### src/hdl/icyst_pkg.sv
package icyst_pkg;

    localparam int MAX_BLOCK = 4096;
    localparam int ADDR_W    = $clog2(MAX_BLOCK);
    localparam int CNT_W     = $clog2(MAX_BLOCK + 1);
    localparam int KEY_LEN   = 12;
    localparam int MATCH_W   = $clog2(KEY_LEN + 1);
    localparam int TITLE_W   = 13;

    localparam logic [7:0] CH_NUL        = 8'h00;
    localparam logic [7:0] CH_QUOTE      = 8'h27;
    localparam logic [7:0] CH_SEMI       = 8'h3B;
    localparam logic [7:0] CH_EQUAL      = 8'h3D;
    localparam logic [7:0] CH_UNDERSCORE = 8'h5F;

    typedef enum logic
    {
        CMD_APPEND = 1'b0,
        CMD_READ   = 1'b1
    } command_t;

    typedef enum logic
    {
        KIND_SUMMARY = 1'b0,
        KIND_READ    = 1'b1
    } kind_t;

    typedef enum logic [1:0]
    {
        PH_KEY,
        PH_OPEN,
        PH_TITLE,
        PH_STOP
    } phase_t;

    typedef enum logic [1:0]
    {
        CHK_IDLE,
        CHK_FIRST,
        CHK_WORD,
        CHK_EQ
    } check_t;

    typedef struct packed
    {
        logic              en;
        logic [ADDR_W-1:0] addr;
        logic [7:0]        data;
    } store_wr_t;

    typedef struct packed
    {
        logic               found;
        logic [TITLE_W-1:0] start;
        logic [TITLE_W-1:0] length;
        logic               overflowed;
    } summary_t;

    function automatic logic [7:0] key_char(input logic [MATCH_W-1:0] idx);
        logic [7:0] c;
        unique case (idx)
            MATCH_W'(0):  c = 8'h53;
            MATCH_W'(1):  c = 8'h74;
            MATCH_W'(2):  c = 8'h72;
            MATCH_W'(3):  c = 8'h65;
            MATCH_W'(4):  c = 8'h61;
            MATCH_W'(5):  c = 8'h6D;
            MATCH_W'(6):  c = 8'h54;
            MATCH_W'(7):  c = 8'h69;
            MATCH_W'(8):  c = 8'h74;
            MATCH_W'(9):  c = 8'h6C;
            MATCH_W'(10): c = 8'h65;
            MATCH_W'(11): c = 8'h3D;
            default:      c = 8'h00;
        endcase
        return c;
    endfunction

    function automatic logic is_letter(input logic [7:0] c);
        return ((c >= 8'h41) && (c <= 8'h5A)) || ((c >= 8'h61) && (c <= 8'h7A));
    endfunction

    function automatic logic is_word(input logic [7:0] c);
        return is_letter(c) || ((c >= 8'h30) && (c <= 8'h39)) || (c == CH_UNDERSCORE);
    endfunction

endpackage

### src/hdl/icyst_parser.sv
module icyst_parser
(
    input  logic                  clk,
    input  logic                  rst_n,
    input  logic                  step,
    input  logic [7:0]            data_byte,
    input  logic                  last_of_block,
    output icyst_pkg::store_wr_t  wr,
    output icyst_pkg::summary_t   summary
);

    localparam int CW = icyst_pkg::CNT_W;
    localparam int MW = icyst_pkg::MATCH_W;

    icyst_pkg::phase_t phase_reg, phase_next;
    icyst_pkg::check_t chk_reg, chk_next;

    logic [CW-1:0] count_reg, count_next;
    logic [MW-1:0] match_reg, match_next;
    logic [CW-1:0] open_reg, open_next;
    logic          prevq_reg, prevq_next;
    logic [CW-1:0] pend_reg, pend_next;
    logic [CW-1:0] term_reg, term_next;
    logic          termf_reg, termf_next;
    logic [CW-1:0] nul_reg, nul_next;
    logic          nulf_reg, nulf_next;
    logic          qbn_reg, qbn_next;
    logic          ovf_reg, ovf_next;
    logic          title_reg, title_next;

    logic          full;
    logic          take;
    logic [CW-1:0] pos;
    logic [CW-1:0] end_pos;
    logic          drop_quote;
    logic [CW-1:0] len;

    always_ff @(posedge clk or negedge rst_n)
    begin
        if (!rst_n)
        begin
            phase_reg <= icyst_pkg::PH_KEY;
            chk_reg   <= icyst_pkg::CHK_IDLE;
            count_reg <= '0;
            match_reg <= '0;
            open_reg  <= '0;
            prevq_reg <= 1'b0;
            pend_reg  <= '0;
            term_reg  <= '0;
            termf_reg <= 1'b0;
            nul_reg   <= '0;
            nulf_reg  <= 1'b0;
            qbn_reg   <= 1'b0;
            ovf_reg   <= 1'b0;
            title_reg <= 1'b0;
        end
        else
        begin
            phase_reg <= phase_next;
            chk_reg   <= chk_next;
            count_reg <= count_next;
            match_reg <= match_next;
            open_reg  <= open_next;
            prevq_reg <= prevq_next;
            pend_reg  <= pend_next;
            term_reg  <= term_next;
            termf_reg <= termf_next;
            nul_reg   <= nul_next;
            nulf_reg  <= nulf_next;
            qbn_reg   <= qbn_next;
            ovf_reg   <= ovf_next;
            title_reg <= title_next;
        end
    end

    always_comb
    begin
        phase_next = phase_reg;
        chk_next   = chk_reg;
        count_next = count_reg;
        match_next = match_reg;
        open_next  = open_reg;
        prevq_next = prevq_reg;
        pend_next  = pend_reg;
        term_next  = term_reg;
        termf_next = termf_reg;
        nul_next   = nul_reg;
        nulf_next  = nulf_reg;
        qbn_next   = qbn_reg;
        ovf_next   = ovf_reg;
        title_next = title_reg;

        full = (count_reg == CW'(icyst_pkg::MAX_BLOCK));
        take = step && !full;
        pos  = count_reg;

        if (step && full)
        begin
            ovf_next = 1'b1;
        end

        if (take)
        begin
            count_next = count_reg + CW'(1);
            unique case (phase_reg)
                icyst_pkg::PH_KEY:
                begin
                    if (data_byte == icyst_pkg::key_char(match_reg))
                    begin
                        if (match_reg == MW'(icyst_pkg::KEY_LEN - 1))
                        begin
                            phase_next = icyst_pkg::PH_OPEN;
                            match_next = '0;
                        end
                        else
                        begin
                            match_next = match_reg + MW'(1);
                        end
                    end
                    else if (data_byte == icyst_pkg::key_char(MW'(0)))
                    begin
                        match_next = MW'(1);
                    end
                    else
                    begin
                        match_next = '0;
                    end
                end
                icyst_pkg::PH_OPEN:
                begin
                    if (data_byte == icyst_pkg::CH_QUOTE)
                    begin
                        phase_next = icyst_pkg::PH_TITLE;
                        title_next = 1'b1;
                        open_next  = pos + CW'(1);
                        prevq_next = 1'b0;
                        chk_next   = icyst_pkg::CHK_IDLE;
                    end
                    else
                    begin
                        phase_next = icyst_pkg::PH_STOP;
                    end
                end
                icyst_pkg::PH_TITLE:
                begin
                    if (!nulf_reg && (data_byte == icyst_pkg::CH_NUL))
                    begin
                        nulf_next = 1'b1;
                        nul_next  = pos;
                        qbn_next  = prevq_reg;
                    end
                    prevq_next = (data_byte == icyst_pkg::CH_QUOTE);
                    unique case (chk_reg)
                        icyst_pkg::CHK_IDLE:
                        begin
                            if (prevq_reg && (data_byte == icyst_pkg::CH_SEMI))
                            begin
                                chk_next  = icyst_pkg::CHK_FIRST;
                                pend_next = pos - CW'(1);
                            end
                        end
                        icyst_pkg::CHK_FIRST:
                        begin
                            if (data_byte == icyst_pkg::CH_NUL)
                            begin
                                termf_next = 1'b1;
                                term_next  = pend_reg;
                                phase_next = icyst_pkg::PH_STOP;
                                chk_next   = icyst_pkg::CHK_IDLE;
                            end
                            else if (icyst_pkg::is_letter(data_byte))
                            begin
                                chk_next = icyst_pkg::CHK_WORD;
                            end
                            else
                            begin
                                chk_next = icyst_pkg::CHK_IDLE;
                            end
                        end
                        icyst_pkg::CHK_WORD:
                        begin
                            if (data_byte == icyst_pkg::CH_EQUAL)
                            begin
                                chk_next = icyst_pkg::CHK_EQ;
                            end
                            else if (!icyst_pkg::is_word(data_byte))
                            begin
                                chk_next = icyst_pkg::CHK_IDLE;
                            end
                        end
                        icyst_pkg::CHK_EQ:
                        begin
                            if (data_byte == icyst_pkg::CH_QUOTE)
                            begin
                                termf_next = 1'b1;
                                term_next  = pend_reg;
                                phase_next = icyst_pkg::PH_STOP;
                            end
                            chk_next = icyst_pkg::CHK_IDLE;
                        end
                        default:
                        begin
                            chk_next = icyst_pkg::CHK_IDLE;
                        end
                    endcase
                end
                icyst_pkg::PH_STOP:
                begin
                    phase_next = icyst_pkg::PH_STOP;
                end
                default:
                begin
                    phase_next = icyst_pkg::PH_STOP;
                end
            endcase
        end

        // A candidate still waiting for its first following byte ends the title before its quote.
        drop_quote = 1'b0;
        if (termf_next)
        begin
            end_pos = term_next;
        end
        else if (chk_next == icyst_pkg::CHK_FIRST)
        begin
            end_pos = pend_next;
        end
        else
        begin
            end_pos    = nulf_next ? nul_next : count_next;
            drop_quote = nulf_next ? qbn_next : prevq_next;
        end
        len = end_pos - open_next - CW'(drop_quote);

        summary.found      = title_next;
        summary.start      = title_next ? icyst_pkg::TITLE_W'(open_next) : '0;
        summary.length     = title_next ? icyst_pkg::TITLE_W'(len) : '0;
        summary.overflowed = ovf_next;

        if (step && last_of_block)
        begin
            phase_next = icyst_pkg::PH_KEY;
            chk_next   = icyst_pkg::CHK_IDLE;
            count_next = '0;
            match_next = '0;
            prevq_next = 1'b0;
            termf_next = 1'b0;
            nulf_next  = 1'b0;
            qbn_next   = 1'b0;
            ovf_next   = 1'b0;
            title_next = 1'b0;
        end
    end

    assign wr.en   = take;
    assign wr.addr = pos[icyst_pkg::ADDR_W-1:0];
    assign wr.data = data_byte;

    a_count_bound: assert property (@(posedge clk) disable iff (!rst_n)
        count_reg <= CW'(icyst_pkg::MAX_BLOCK))
        else $error("held byte count passed the store capacity");

    a_check_in_title: assert property (@(posedge clk) disable iff (!rst_n)
        (chk_reg != icyst_pkg::CHK_IDLE) |-> (phase_reg == icyst_pkg::PH_TITLE))
        else $error("terminator check active outside the title");

endmodule
### config.mk
export PLATFORM = sky130hd
export DESIGN_NAME = icyst_parser
export DESIGN_NICKNAME = d
export VERILOG_FILES = /design/src/hdl/icyst_pkg.sv /design/src/hdl/icyst_parser.sv
export SDC_FILE = /design/constraint.sdc
export NUM_CORES = 1
export LEC_CHECK = 0
export BUFFER_PORTS_ARGS = -buffer_cell sky130_fd_sc_hd__buf_2
export CORE_MARGIN = 1.5
export CORE_UTILIZATION = 30
export DETAILED_ROUTE_END_ITERATION = 10
export HOLD_SLACK_MARGIN = 0.15
export PLACE_DENSITY = 0.53
export SYNTH_ARGS = -nofsm -noshare
export SYNTH_HDL_FRONTEND = slang
export SYNTH_SLANG_ARGS = --single-unit
### constraint.sdc
create_clock -name clk -period 16.1 [get_ports clk]
set_clock_uncertainty 0.15 [all_clocks]
set_input_delay 2.415 -clock clk [delete_from_list [all_inputs] [get_ports clk]]
set_output_delay 2.415 -clock clk [all_outputs]
set_load 0.01 [all_outputs]
==> Word level (Yosys, flattened, before mapping) <==
Memory sizes are Yosys's and may differ from the RTL's.
Index checks and enable logic that the tools add are counted.
{ "totals": {"ff_bits": 79, "romBits": 112, "out_inout_bits": 49, "n_memories": 1} }
{ "memory_table": {"columns": ["name", "depth", "width", "read_ports", "rd_clocked_by_memory_dff", "write_ports", "line", "rtl"], "rows": [
  ["(name not given)", 16, 7, 1, 0, 0, "icyst_pkg.sv:61", "unique case (idx)"]
]} }
{ "op_classes": {"add_sub_neg": 5, "order_cmp": 6, "eq_ne": 20, "muxes": 76, "n_reduce_logical": 20} }
{ "op_table": {"columns": ["cell", "n"], "rows": [
  ["$mux 13", 21],
  ["$mux 2", 14],
  ["$mux 1", 27],
  ["$pmux 13 s2", 1],
  ["$eq 8x6->1 const B", 3],
  ["$mux 4", 5],
  ["$eq 8x7->1 const B", 2],
  ["$ge 8x7->1 const B", 2],
  ["$le 8x7->1 const B", 2],
  ["$mux 8", 2],
  ["$pmux 2 s4", 2],
  ["$add 13x1->13 const B", 1],
  ["$eq 13x13->1 const B", 1],
  ["$sub 13x1->13", 1],
  ["$sub 13x1->13 const B", 1],
  ["$sub 13x13->13", 1],
  ["$eq 2x2->1 const B", 4],
  ["$eq 8x8->1", 1],
  ["$ge 8x6->1 const B", 1],
  ["$le 8x6->1 const B", 1],
  ["$logic_and 1x1->1", 8],
  ["$logic_not 8->1", 1],
  ["$ne 4x4->1 const B", 2],
  ["$pmux 2 s2", 2],
  ["other kinds (12)", 21]
]} }

==> Logic depth before layout (Yosys ltp) <==
{ "depth": {"ltp_word": 16, "depth_mapped": 26, "mapped_depth_nobuf": 25} }

==> Least setup slack after synthesis <==
No wires, ideal clock.
{ "synth_timing": {"kind": "input to output", "start": "in data_byte[1]", "end": "out summary[13] (netlist name)", "t_arrival_ns": 6.571, "slack_ns": 6.964, "path_stages": 22, "n_path_buf": 2, "path_cell_list": "clkbuf_1 > and4b_1 > nand3b_1 > o21ai_0 > a32oi_4 > nor4_1 > clkbuf_1 > a21oi_1 > nand2_1 > o21ai_0 > fa_1 > fa_1 > nand2_1 > a21oi_1 > o21ai_0 > a21o_1 > a21o_1 > a21o_1 > a31oi_1 > o21ai_0 > xnor2_1 > nor2_1"} }
{ "synth_rtl": {"columns": ["element", "line", "rtl"], "rows": [
  ["start: declaration", "icyst_parser.sv:6", "input logic [7:0] data_byte,"],
  ["end: declaration", "icyst_parser.sv:9", "output icyst_pkg::summary_t summary"]
]} }

==> results.toml <==
[run_status]
run_status = "finished, final reports clean"

[placement]
pre_cts_slack_ps = 6620
gp_congestion = 0.790
dp_hpwl_um = 10800
io_buffers = 60

[floorplan]
coreArea_um2 = 18600
die_x_um = 140
die-height_um = 140
start_util_pct = 30.4
ios = 61
num_rows = 50
die_area_um2 = 19700

[route]
drt_iter0_drc = 209
route.vias.total = 4449
ant_nets = 0
firstDrtPassIters = 4
vias_per_cell = 4.92
post-route-drc-count = 0
wire_per_inst_um = 16.3
routed_wirelength_um = 14700

[global_route]
grt_pass1_wl_um = 24300
grt.overflow.total = 0
grtUsageTotal_pct = 15.6
grt_max_degree = 68
antenna_found_initial = 0
grt_pass1_vias = 4367

[timing]
tns_ps = 0
post-route-period-util_pct = 59.0
hold_viol = 0
rsz0062_at_grt = "no"
relSlewSlack_pct = 38.4
finalCriticalPeriod_ps = 9500
tightest_slew_ps = 916
worst_slack_ps = 6600
fmax_ghz = 0.105
slew_viol_final = 0
setup_violations = 0

[clock_tree]
htree_levels = 3
cts_root_buffer = "clkbuf_16"
cts_made_buffers = 9
clock_path_buffers = 2
cts_tree = "done"
cts_sinks = 79
worstSkewPairLatency_ps = 350
hold_buffers = 0
clk_pin_slew_ps = 60
cts.repair.resized = 0
postCtsSetupBuffers = 0

[worst_setup_path]
timing_worst_setup_path_type = "input port to output port"
critPathCaptureType = "output port"
path_max_fanout = 24
startpoint_type = "input port"
cp_data_required_time_ps = 13540
crit_arrival_ps = 6930

[synthesis]
seq_area_frac_synth_pct = 34.9
synth_cell_types = 67
synthCells = 647
synth-simple-area-share_pct = 20.4
synth-warning-count = 0
synth-async-reset-ratio_pct = 100
synth_seq_cells = 79
yosys.area_share.adder_pct = 7.55
synth_top_family_by_area = "simple AND/OR/NAND/NOR gates"
synth_mux_area_share_pct = 5.85
synthXorXnorAreaFrac_pct = 7.57
syn_area_um2 = 5670
syn_area_per_cell_um2 = 8.76
synth-edff-count = 0
syn_nets = 692
dominantRegCellSynth = "dfrtp_1"
synth_compound_area_share_pct = 15.2

[power]
power.total_mw = 0.549
power_density_nw_per_um2 = 87.2
leakage_nw = 3.08
ir_worst_vdd_mv = 0.0397

[run]
maxCapViolCount = 0

[layout]
syn_to_final_growth_pct = 11.0
fin_nets = 711
antenna_cells = 0
drive_gt1_share_pct = 19.8
num-fill-cells = 1965

[min_path]
hp-class = "flip-flop to flip-flop"
-- cell usage in the layout, fill, tap and decap left out, drive strengths merged, types with 3 or more instances in the layout --
cell	Yosys	final
mux2i	5	5
nor3b	5	5
or4	4	4
nand2b	6	6
nand4	8	8
xor2	24	24
a211oi	12	12
nor4	9	9
clkinv	0	3
xnor2	25	25
a21o	11	11
and2	14	14
clkbuf	28	9
mux2	25	25
o211ai	3	3
and3	7	7
a21oi	25	25
o41ai	4	4
ha	31	31
nor2	60	60
nand3	12	12
dfrtp	79	79
o21ai	51	51
nor2b	4	4
a31oi	6	6
inv	40	44
nand2	77	77
nor3	10	10
buf	32	68
-- cell type report --
type | count | area [um2] | area share [%]
Clock buffer | 9 | 225 | 3.58
Clock inverter | 7 | 60.1 | 0.954
Inverter | 40 | 153 | 2.42
Multi-Input combinational cell | 468 | 3220 | 51.2
Sequential cell | 79 | 1980 | 31.4
Tap cell | 234 | 293 | 4.65
Timing Repair Buffer | 68 | 363 | 5.76
-- layer usage --
layer  wire (um)  track usage [%]  part of all wire (%)  vias to the layer above
met2        6490             23.5                    44                       84
li1            -                -                     -                     2237
met5           0                0                     0                        -
met1        7540             23.1                    51                     2115
met3         533             2.43                   3.6                       13
met4         153             4.44                   1.0                        0
-- where the power goes --
group	switching [mW]	internal, mW	total (mW)
Sequential	0.0138	0.204	0.218
Clock	0.0932	0.108	0.201
Combinational	0.0756	0.0545	0.130
Total	0.183	0.366	0.549
-- stage by stage --
step           hold WS, ps  instances  util (%)  cell area (um2)
3_5_place_dp           322        889      32.2             6010
2_1_floorplan          299        647         -             5670
4_1_cts                338        905      33.8             6290
5_1_grt                355        905      33.8             6290
3_3_place_gp           314        889      32.2             6010
6_report               332        905      33.8             6290
-- synth_stat cells, types with 7 or more instances --
cell	n	area (um2)
mux2_2	25	282
nor2_1	60	225
nand4_1	8	50.1
a21o_1	11	82.6
xor2_1	24	210
clkbuf_1	28	105
nor3_1	9	45.0
buf_2	7	35.0
a211oi_1	11	82.6
buf_4	22	165
nand2_1	77	289
and2_1	14	87.6
nand3_1	12	60.1
inv_1	39	146
o21ai_0	50	250
dfrtp_1	79	1980
xnor2_1	25	219
a21oi_1	24	120
ha_1	31	388
-- critical path, stage by stage --
cell and delay, ps:
buf_2 170, nand2_1 90, nor3_2 280, nand3_1 110
or4_1 830, o21ai_0 410, a21oi_1 120, nand2_1 70
o21ai_0 100, fa_1 430, fa_1 420, nand2_1 110
a21oi_1 100, o21ai_0 160, a21o_1 160, a21o_1 110
a21o_1 130, a31oi_1 130, o21ai_0 250, xnor2_1 150
nor2_1 50, buf_2 140
-- worst paths after layout --
kind                       slack (ps)                   start                     to  cells past startpoint
max reg2reg                     12820  count_reg[0]$_DFF_PN0_  open_reg[6]$_DFF_PN0_                      8
max in group asynchronous       12910                   rst_n      ovf_reg$_DFF_PN0_                      2
min in group asynchronous        1750                   rst_n   chk_reg[1]$_DFF_PN0_                      1
min reg2reg                       330   term_reg[1]$_DFF_PN0_  term_reg[1]$_DFF_PN0_                      2
max                              6600            data_byte[5]            summary[13]                     22
min                               330   term_reg[1]$_DFF_PN0_  term_reg[1]$_DFF_PN0_                      2
-- kinds of logic (layout without fill, tap and decap cells) --
| family | after synthesis | in the layout |
|---|---|---|
| flip-flops | 79 | 79 |
| adder cells (fa/ha/maj) | 33 | 33 |
| multiplexers | 30 | 30 |
| AND/OR/NAND/NOR | 226 | 226 |
| XOR/XNOR | 49 | 49 |
| AO/OA/AOI/OAI | 130 | 130 |
| buffers and inverters | 100 | 124 |
No activity file was read; power rests on OpenSTA's default activity.
